===== config.mk =====
export PLATFORM = sky130hd
export DESIGN_NAME = bounded_double_ended_queue
export DESIGN_NICKNAME = d
export VERILOG_FILES = /design/src/bdq_pkg.sv /design/src/bdq_ram.sv /design/src/bounded_double_ended_queue.sv
export SDC_FILE = /design/constraint.sdc
export NUM_CORES = 1
export LEC_CHECK = 0
export ABC_AREA = 1
export BUFFER_PORTS_ARGS = -buffer_cell sky130_fd_sc_hd__buf_2
export CORE_UTILIZATION = 60
export CTS_CLUSTER_SIZE = 24
export DETAILED_ROUTE_END_ITERATION = 8
export PLACE_DENSITY_LB_ADDON = 0.08
export SLEW_MARGIN = 30
export SYNTH_ARGS = -nofsm -noshare
export SYNTH_HDL_FRONTEND = slang
export SYNTH_HIERARCHICAL = 1
export SYNTH_SLANG_ARGS = --single-unit

===== constraint.sdc =====
create_clock -name clk -period 4.3 [get_ports clk]
set_input_delay 0 -clock clk [delete_from_list [all_inputs] [get_ports clk]]
set_output_delay 0 -clock clk [all_outputs]
set_load 0.01 [all_outputs]

===== src/bdq_pkg.sv =====
`default_nettype none
// ----------------------------------------------------------------------------
// bdq_pkg
// Shared widths, command codes and status codes of the bounded deque.
// ----------------------------------------------------------------------------
package bdq_pkg;

	localparam int DEPTH_DEF   = 16;
	localparam int CAP_W       = 5;
	localparam int CMD_W       = 3;
	localparam int WORD_W      = 32;
	localparam int ST_W        = 2;
	localparam int IN_TDATA_W  = 40;
	localparam int OUT_TDATA_W = 40;

	localparam logic [CAP_W-1:0] CAP_RESET = 5'd10;

	localparam logic [CMD_W-1:0] CMD_PUSH_FRONT = 3'd0;
	localparam logic [CMD_W-1:0] CMD_PUSH_REAR  = 3'd1;
	localparam logic [CMD_W-1:0] CMD_POP_FRONT  = 3'd2;
	localparam logic [CMD_W-1:0] CMD_POP_REAR   = 3'd3;
	localparam logic [CMD_W-1:0] CMD_PEEK_FRONT = 3'd4;
	localparam logic [CMD_W-1:0] CMD_PEEK_REAR  = 3'd5;

	localparam logic [ST_W-1:0] ST_DONE  = 2'd0;
	localparam logic [ST_W-1:0] ST_FULL  = 2'd1;
	localparam logic [ST_W-1:0] ST_EMPTY = 2'd2;

	localparam logic signed [WORD_W-1:0] EMPTY_WORD = -32'sd1;

endpackage
`default_nettype wire


===== src/bdq_ram.sv =====
`default_nettype none
// ----------------------------------------------------------------------------
// bdq_ram
// Entry storage: one write port, one read port, registered read data.
// ----------------------------------------------------------------------------
module bdq_ram
	import bdq_pkg::*;
#(
	parameter int DEPTH = DEPTH_DEF,
	parameter int PW    = 4
) (
	input  wire  logic                     clk,
	input  wire  logic                     we,
	input  wire  logic [PW-1:0]            waddr,
	input  wire  logic signed [WORD_W-1:0] wdata,
	input  wire  logic                     re,
	input  wire  logic [PW-1:0]            raddr,
	output logic signed [WORD_W-1:0]       rdata
);

	logic signed [WORD_W-1:0] mem [DEPTH];
	logic signed [WORD_W-1:0] rdata_q;

	always_ff @(posedge clk) begin
		if (we) begin
			mem[waddr] <= wdata;
		end
	end

	// hold the last read word until the next read
	always_ff @(posedge clk) begin
		if (re) begin
			rdata_q <= mem[raddr];
		end
	end

	assign rdata = rdata_q;

endmodule
`default_nettype wire


===== src/bounded_double_ended_queue.sv =====
`default_nettype none
// ----------------------------------------------------------------------------
// bounded_double_ended_queue
// Ring-buffer deque of signed words with a writable capacity limit.
//
//   channel  dir  handshake            payload
//   s_*      in   s_tvalid/s_tready    s_tdata: cmd[2:0], value[34:3]
//   m_*      out  m_tvalid/m_tready    m_tdata: status[1:0], read_value[33:2]
//   cfg_*    in   cfg_valid/cfg_ready  cfg_data: capacity[4:0]
//
// One request per cycle while the output is not stalled; its result can be taken
// once the output register holds it (the RAM read registers at the accepting edge,
// the output register loads from it when the result stage advances).
// Pointers and occupancy update at acceptance; the RAM is written the same edge.
// Reset clears pointers and occupancy and sets capacity to 10; entries are unset.
// A stalled output holds the result stage, which then holds the input.
// ----------------------------------------------------------------------------
module bounded_double_ended_queue
	import bdq_pkg::*;
#(
	parameter int DEPTH = DEPTH_DEF
) (
	input  wire  logic                   clk,
	input  wire  logic                   arst_n,
	input  wire  logic                   s_tvalid,
	output logic                         s_tready,
	input  wire  logic [IN_TDATA_W-1:0]  s_tdata,   // cmd[2:0], value[34:3]
	output logic                         m_tvalid,
	input  wire  logic                   m_tready,
	output logic [OUT_TDATA_W-1:0]       m_tdata,   // status[1:0], read_value[33:2]
	input  wire  logic                   cfg_valid,
	output logic                         cfg_ready,
	input  wire  logic [CAP_W-1:0]       cfg_data
);

	localparam int PW    = (DEPTH > 1) ? $clog2(DEPTH) : 1;
	localparam int OCC_W = $clog2(DEPTH + 1);
	localparam int LIM_W = (OCC_W > CAP_W) ? OCC_W : CAP_W;

	function automatic logic [PW-1:0] ptr_inc(input logic [PW-1:0] p);
		return (p == PW'(DEPTH - 1)) ? '0 : p + PW'(1);
	endfunction

	function automatic logic [PW-1:0] ptr_dec(input logic [PW-1:0] p);
		return (p == '0) ? PW'(DEPTH - 1) : p - PW'(1);
	endfunction

	logic [CAP_W-1:0] cap_q;
	logic [PW-1:0]    front_q, rear_q;
	logic [OCC_W-1:0] occ_q;

	logic                     valid_s1, use_ram_s1, empty_peek_s1;
	logic [ST_W-1:0]          status_s1;
	logic                     out_valid_q;
	logic [ST_W-1:0]          out_status_q;
	logic signed [WORD_W-1:0] out_value_q;

	logic [CMD_W-1:0]         cmd;
	logic signed [WORD_W-1:0] value;
	logic                     s_acc, s1_adv;
	logic [LIM_W-1:0]         cap_ext, lim;
	logic                     full, empty;

	logic                     ram_we, ram_re;
	logic [PW-1:0]            ram_waddr, ram_raddr;
	logic signed [WORD_W-1:0] ram_rdata;

	logic [PW-1:0]    front_d, rear_d;
	logic [OCC_W-1:0] occ_d;
	logic [ST_W-1:0]  status_d;
	logic             use_ram_d, empty_peek_d;

	assign cmd   = s_tdata[CMD_W-1:0];
	assign value = s_tdata[CMD_W+WORD_W-1:CMD_W];

	assign cfg_ready = 1'b1;

	assign s1_adv   = valid_s1 && (!out_valid_q || m_tready);
	assign s_tready = !valid_s1 || s1_adv;
	assign s_acc    = s_tvalid && s_tready;

	// limit saturates at the storage depth
	assign cap_ext = LIM_W'(cap_q);
	assign lim     = (cap_ext > LIM_W'(DEPTH)) ? LIM_W'(DEPTH) : cap_ext;
	assign full    = LIM_W'(occ_q) >= lim;
	assign empty   = occ_q == '0;

	always_comb begin
		front_d      = front_q;
		rear_d       = rear_q;
		occ_d        = occ_q;
		status_d     = ST_DONE;
		use_ram_d    = 1'b0;
		empty_peek_d = 1'b0;
		ram_we       = 1'b0;
		ram_waddr    = front_q;
		ram_re       = 1'b0;
		ram_raddr    = front_q;
		unique case (cmd)
			CMD_PUSH_FRONT: begin
				if (full) begin
					status_d = ST_FULL;
				end else begin
					front_d   = ptr_dec(front_q);
					ram_we    = s_acc;
					ram_waddr = ptr_dec(front_q);
					occ_d     = occ_q + OCC_W'(1);
				end
			end
			CMD_PUSH_REAR: begin
				if (full) begin
					status_d = ST_FULL;
				end else begin
					rear_d    = ptr_inc(rear_q);
					ram_we    = s_acc;
					ram_waddr = rear_q;
					occ_d     = occ_q + OCC_W'(1);
				end
			end
			CMD_POP_FRONT: begin
				if (empty) begin
					status_d = ST_EMPTY;
				end else begin
					front_d = ptr_inc(front_q);
					occ_d   = occ_q - OCC_W'(1);
				end
			end
			CMD_POP_REAR: begin
				if (empty) begin
					status_d = ST_EMPTY;
				end else begin
					rear_d = ptr_dec(rear_q);
					occ_d  = occ_q - OCC_W'(1);
				end
			end
			CMD_PEEK_FRONT, CMD_PEEK_REAR: begin
				if (empty) begin
					status_d     = ST_EMPTY;
					empty_peek_d = 1'b1;
				end else begin
					use_ram_d = 1'b1;
					ram_re    = s_acc;
					ram_raddr = (cmd == CMD_PEEK_FRONT) ? front_q : ptr_dec(rear_q);
				end
			end
			default: begin
			end
		endcase
	end

	bdq_ram #(
		.DEPTH(DEPTH),
		.PW   (PW)
	) u_ram (
		.clk  (clk),
		.we   (ram_we),
		.waddr(ram_waddr),
		.wdata(value),
		.re   (ram_re),
		.raddr(ram_raddr),
		.rdata(ram_rdata)
	);

	always_ff @(posedge clk or negedge arst_n) begin
		if (!arst_n) begin
			cap_q <= CAP_RESET;
		end else if (cfg_valid) begin
			cap_q <= cfg_data;
		end
	end

	always_ff @(posedge clk or negedge arst_n) begin
		if (!arst_n) begin
			front_q <= '0;
			rear_q  <= '0;
			occ_q   <= '0;
		end else if (s_acc) begin
			front_q <= front_d;
			rear_q  <= rear_d;
			occ_q   <= occ_d;
		end
	end

	always_ff @(posedge clk or negedge arst_n) begin
		if (!arst_n) begin
			valid_s1 <= 1'b0;
		end else if (s_tready) begin
			valid_s1 <= s_tvalid;
		end
	end

	always_ff @(posedge clk) begin
		if (s_acc) begin
			status_s1     <= status_d;
			use_ram_s1    <= use_ram_d;
			empty_peek_s1 <= empty_peek_d;
		end
	end

	always_ff @(posedge clk or negedge arst_n) begin
		if (!arst_n) begin
			out_valid_q <= 1'b0;
		end else if (s1_adv) begin
			out_valid_q <= 1'b1;
		end else if (m_tready) begin
			out_valid_q <= 1'b0;
		end
	end

	always_ff @(posedge clk) begin
		if (s1_adv) begin
			out_status_q <= status_s1;
			if (use_ram_s1) begin
				out_value_q <= ram_rdata;
			end else if (empty_peek_s1) begin
				out_value_q <= EMPTY_WORD;
			end else begin
				out_value_q <= '0;
			end
		end
	end

	assign m_tvalid = out_valid_q;
	assign m_tdata  = {{(OUT_TDATA_W - ST_W - WORD_W){1'b0}}, out_value_q, out_status_q};

`ifndef ASSERT_OFF
	a_occ_bound: assert property (@(posedge clk) disable iff (!arst_n)
		occ_q <= OCC_W'(DEPTH))
		else $error("occupancy above depth");

	a_occ_hold: assert property (@(posedge clk) disable iff (!arst_n)
		!s_acc |=> $stable(occ_q) && $stable(front_q) && $stable(rear_q))
		else $error("queue state moved without an item");

	a_empty_ptrs: assert property (@(posedge clk) disable iff (!arst_n)
		occ_q == '0 |-> front_q == rear_q)
		else $error("empty queue with split pointers");

	a_s1_hold: assert property (@(posedge clk) disable iff (!arst_n)
		valid_s1 && !s1_adv |=> valid_s1 && $stable(ram_rdata))
		else $error("result stage dropped while stalled");

	a_full_zero: assert property (@(posedge clk) disable iff (!arst_n)
		out_valid_q && out_status_q == ST_FULL |-> out_value_q == '0)
		else $error("rejected push carries data");
`endif

endmodule
`default_nettype wire

== After elaboration in Yosys (flattened, before gate mapping) ==
Memories as Yosys holds them, arrays and structs flattened. A register that Yosys moved wholly into a read port is not among the register bits.
Index checks and enable logic that the tools add are counted.

* Add/subtract/negate cells: 6
* Mux-type cells: 34
* Reduce and logical (&&, ||, !) cells: 21
* Order comparisons: 2
* Equality and inequality tests: 12

{| class="wikitable"
|+ Operators with widths
! kind !! count
|-
| two-way mux 32 bit || 2
|-
| two-way mux 4 bit || 12
|-
| one-hot mux 4 bit (2 select lines) || 3
|-
| two-way mux 5 bit || 3
|-
| two-way mux 1 bit || 11
|-
| != test 2 bit (second input constant) || 5
|-
| one-hot mux 5 bit (2 select lines) || 1
|-
| adder 4 x 1 -> 4 bit (second input constant) || 2
|-
| equality test 4 bit (second input constant) || 2
|-
| logical NOT 4 bit || 2
|-
| AND reduction 4 bit || 2
|-
| nonzero test 2 bit || 4
|-
| subtractor 4 x 1 -> 4 bit (second input constant) || 2
|-
| equality test 3 x 2 -> 1 bit (second input constant) || 2
|-
| equality test 3 bit (second input constant) || 2
|-
| OR reduction 2 bit || 3
|-
| adder 5 x 1 -> 5 bit (second input constant) || 1
|-
| greater-or-equal comparator 5 bit || 1
|-
| > comparator 5 bit (second input constant) || 1
|-
| logical NOT 5 bit || 1
|-
| subtractor 5 x 1 -> 5 bit (second input constant) || 1
|-
| one-hot mux 2 bit (2 select lines) || 1
|-
| OR reduction 4 bit || 1
|-
| equality test 3 x 1 -> 1 bit (second input constant) || 1
|-
| other kinds (6) || 9
|}

* Register bits: 58
* Memory bits (writable): 512
* Output and inout port bits: 43
* Memories: 1

{| class="wikitable"
|+ Memory list
! name !! words !! bits a word !! read ports !! clocked after memory_dff !! wr ports !! line !! RTL
|-
| u_ram.mem || 16 || 32 || 1 || 1 || 1 || bdq_ram.sv:21 || <nowiki>logic signed [WORD_W-1:0] mem [DEPTH];</nowiki>
|}

== Depth between registers and ports, before layout ==
* Depth in word-level cells: 9
* Gate-level depth with buffers: 19

== By module ==
The synthesis kept the hierarchy.

{| class="wikitable"
|+ By module, submodules not included
! module !! area each (µm²) !! times used !! cells each !! sequential area each (µm²)
|-
| bdq_ram || 23050.9 || 1 || 2120 || 16335.7
|-
| bounded_double_ended_queue || 3290.7 || 1 || 390 || 1644.1
|}

== Worst setup path after synthesis ==
OpenSTA, ideal clock, no wires.

* Path type: flip-flop to flip-flop
* From: register cap_q[3] (netlist: cap_ext[3])
* To: memory u_ram.mem[4][0] (enable)
* Slack: 0.416 ns
* Cell stages (with the launch flop): 18
* Data required time: 3.879 ns
* Buffers on the path: 0
* Data arrival time: 3.463 ns
* Cell sequence: dfstp_2 > inv_1 > a41oi_1 > inv_1 > nand2_1 > ha_1 > nand2_1 > inv_1 > nand2_2 > nand3_4 > nand2_1 > nand2_1 > nand2_1 > nand2_1 > nand2_1 > nand2_1 > nand3b_1 > nor2_1

* Elaborated cells on any way between the ends: 10
* Classes of those cells: order compare (2); mux (8)

{| class="wikitable"
|+ RTL lines
! item !! line !! RTL
|-
| start, declared || bounded_double_ended_queue.sv:48 || <nowiki>logic [CAP_W-1:0] cap_q;</nowiki>
|-
| start signal, assigned || bounded_double_ended_queue.sv:168 || <nowiki>cap_q <= cfg_data;</nowiki>
|-
| > comparator 5 bit || bounded_double_ended_queue.sv:84 || <nowiki>assign lim = (cap_ext > LIM_W'(DEPTH)) ? LIM_W'(DEPTH) : cap_ext;</nowiki>
|-
| two-way mux 5 bit * || bounded_double_ended_queue.sv:84 ||
|-
| greater-or-equal comparator 5 bit * || bounded_double_ended_queue.sv:85 || <nowiki>assign full = LIM_W'(occ_q) >= lim;</nowiki>
|-
| two-way mux 4 bit (on tied branches) || bounded_double_ended_queue.sv:111, bounded_double_ended_queue.sv:101 ||
|-
| one-hot mux 4 bit (2 select lines) * || bounded_double_ended_queue.sv:99 || <nowiki>unique case (cmd)</nowiki>
|-
| named net ram_waddr[3] || bounded_double_ended_queue.sv:65 || <nowiki>logic [PW-1:0] ram_waddr, ram_raddr;</nowiki>
|-
| end, declared || bdq_ram.sv:21 ||
|}

The timed path passes the listed nets; every way through them passes the cells marked *.

== Final worst setup path ==
* From: register cap_q[3] (netlist: cap_ext[3])
* To: memory u_ram.mem[13][6] (enable)

Same word-level chain as after synthesis.

==> reports/results.ini <==
[clocking]
cts.sinks = 602
cts_buffers = 61
cts.clk_slew.worst_paths_ns = 0.06
clockRootBuffer = clkbuf_16
cts_resized = 0
clk-insertion-delay-late_ns = 0.62
cts_htree_levels = 2
cts_tree = yes
cts.path.max_buffers = 3

[yosys]
synth_adder_area_share_pct = 0.8360
synth-edff-count = 582
synth_top_area_share_pct = 66.35
synth_xor_area_share_pct = 0.3325
syn_avg_cell_area_um2 = 10.49
ys_warn_count = 6
synth_mux_area_share_pct = 0
synth-simple-area-share_pct = 20.72
synth_top_area_cell = edfxtp_1
synth_cell_types = 38
synth_top_family_by_area = simple AND/OR/NAND/NOR gates
seq_area_frac_synth_pct = 68.26
syn-cell-area_um2 = 26340
netlist_top_cells_count = nand2_1 (831), edfxtp_1 (582), inv_1 (423)
synth_most_common_cell = nand2_1
async_flop_share_pct = 3.322
ys.flop_type = edfxtp_1
synth_compound_area_share_pct = 0.7315
yosys-top-cells-area = edfxtp_1 (66%), nand2_1 (12%), nand3_1 (7.6%)
ys_ff_latch = 602
synthCells = 2510

[global_routing]
grt_pass1_vias = 16810
grt_pass1_wl_mm = 92.45
antenna_found_initial = 2
overflow = 0
grt_max_degree = 194
track_usage_pct = 27.65

[finish]
final_cells = 3270
final_nets = 2702
synthToLayoutAreaGrowth_pct = 13.54
drive_gt1_share_pct = 9.020
fill_cells = 3175

[die]
pin_count = 93
die_w_um = 211.5
core_um2 = 43170
die_h_um = 211.5
die-area_um2 = 44740
placementRows = 76
start_util_pct = 61.02

[timing]
post-route-min-period_ns = 3.726
finClkSkew_ns = 0.009423
setup_violations = 0
hold_viol = 0
tns_ns = 0
rsz0062_at_grt = no
finalWorstSetupSlack_ns = 0.5741
relSlewSlack_pct = 37.19
worst_pin_slew_ns = 0.9422
maxSlewViolCount = 0
fin_crit_sh_pct = 86.65
max_freq_mhz = 268.4

[placement]
dp_slack_ns = 0.6958
hpwl_mm = 30.51
dpl.cell_count = 3099
port_buffers = 80
place_congestion = 0.8498

[critical_path]
worst-endpoint-arrival_ns = 4.04
cp_slowest_cell = nor2_4
slowest_delay_ns = 0.54
crit_fanout = 22
ff2ff_path_depth = 19
crit_top_cell = nand2_1
worst_ep_required_time_ns = 4.62
r2r_start = cap_ext[3]
rr_endpoint = u_ram/mem[13][6]
worstPathCellList = inv_1 -> a41oi_1 -> inv_1 -> nand2_1 -> ha_1 -> nand2_1 -> inv_1 -> nand2_2 -> nand2_1 -> nor2_1 -> nand2_1 -> nand2_1 -> nand2_1 -> nand2_1 -> nand2_1 -> nand2_1 -> nand3_1 -> nor2_4 -> buf_12
start_kind = flop
rrSetupSlack_ns = 0.57
critPathKind = reg -> reg
cp-end-kind = flop

[worst_hold_path]
hold_path_end = cap_ext[1]
hp-start = cfg_valid
min_path_type = in -> reg
worstHoldPathCells = 3

[drt]
ant_nets = 0
post-route-drc-count = 0
viasPerCell = 5.289
drt_pass1_iterations = 6
num_vias = 17300
drtIter0Drc = 1246
postRouteWirelength_mm = 59.51
routedWlPerCell_um = 18.20

[pwr]
ir_worst_vdd_mv = 0.6812
p_leak_nw = 12.83
power.density_nw_per_um2 = 595.9

[status]
status = finished, final reports clean

[run]
maxCapViolCount = 0

worst max-delay path by stage:
stage | end | slack (ns) | cells past startpoint | from
final | u_ram/mem[13][6] | 0.57 | 19 | cap_ext[3]
after global routing | u_ram/mem[13][2] | 0.33 | 19 | cap_ext[3]
after CTS | u_ram/mem[13][2] | 0.66 | 13 | cap_ext[3]
after detailed placement | u_ram/mem[13][8] | 0.70 | 13 | cap_ext[3]
after global placement | u_ram/mem[13][8] | 0.76 | 19 | cap_ext[3]
after floorplan | u_ram/mem[4][0] | 0.42 | 17 | cap_ext[3]
layout by cell type (no fill, tap or decap), drive strengths merged:
cell,instances
nor3b,1
clkinv,25
inv,425
o21ai,17
nor3,4
a31oi,1
or2,1
ha,16
a21oi,14
nand3b,3
nand3,404
nor2,39
clkinvlp,1
a22oi,1
dfstp,2
fa,1
nand2,837
bufinv,5
edfxtp,582
conb,7
dlygate4sd3,56
a41oi,1
buf,123
clkbuf,81
dfrtp,18
diode,2
nand4,8
xnor2,3
xor2,7
kinds of logic (layout without fill, tap and decap cells):
group                    Yosys count  after routing
AO/OA/AOI/OAI                     34             34
AND/OR/NAND/NOR                 1297           1297
buffers and inverters            548            716
adder cells (fa/ha/maj)           17             17
flip-flops                       602            602
XOR/XNOR                          10             10
other                              2              9
sequential cells by signal (all words and copies together), names as in the netlist:
| signal | count |
|---|---|
| front_q | 4 |
| valid_s1 | 1 |
| status_s1 | 2 |
| use_ram_s1 | 1 |
| occ_q | 5 |
| empty_peek_s1 | 1 |
| u_ram/rdata | 32 |
| m_tvalid | 1 |
| cap_ext | 5 |
| rear_q | 4 |
| out_status_q | 2 |
| u_ram/mem | 512 |
| out_value_q | 32 |
report_power, final:
group | total [W] | switching, W | leakage (nW) | internal, W
registers | 0.00696 | 0.000150 | 5.50 | 0.00681
clock network | 0.00504 | 0.00211 | 0.921 | 0.00293
logic | 0.00582 | 0.00403 | 6.40 | 0.00179
routing by layer:
metal / vias up / GRT usage (%) / wire [µm]
met1: 8235 / 35.74 / 24560
met4: 0 / 10.97 / 1770
met5: - / 0 / 0
li1: 8371 / - / -
met3: 120 / 4.094 / 3785
met2: 569 / 47.21 / 29390
per-stage QoR:
step	instance area (µm²)	hold WS [ns]	total power [W]	utilization, %
after CTS	29890	0.1735	0.01787	69.23
after detailed placement	27420	-0.01100	0.01280	63.52
final	29910	0.2028	0.01782	69.28
after floorplan	26360	-0.2956	0.01133	-
after global placement	27420	-0.01818	0.01266	63.52
after global routing	29910	0.2518	0.01879	69.28
worst max-delay path, delay by kind of cell, from the launching register on:
kind                     cells  cell delay (ns)
flip-flops                   1             0.53
AND/OR/NAND/NOR             13             1.88
AO/OA/AOI/OAI                1             0.26
buffers and inverters        4             0.49
adder cells (fa/ha/maj)      1             0.24
layout make-up:
class / count / area (µm²) / area share (%)
repair buffers: 179 / 1519 / 5.079
clock buffers: 81 / 1623 / 5.426
multi-input cells: 1365 / 6172 / 20.64
flip-flops and latches: 602 / 17980 / 60.12
clock inverters: 30 / 271.5 / 0.9078
inverters: 426 / 1607 / 5.371
well taps: 585 / 732.0 / 2.447
diodes: 2 / 5.005 / 0.01673
timing repair:
item,4_1_cts,5_1_grt
endpoints found under the setup margin,0,0
buffers inserted,0,0
hold buffers,57,0
endpoints found under the hold margin,556,0
(Power assumes the default switching activity.)
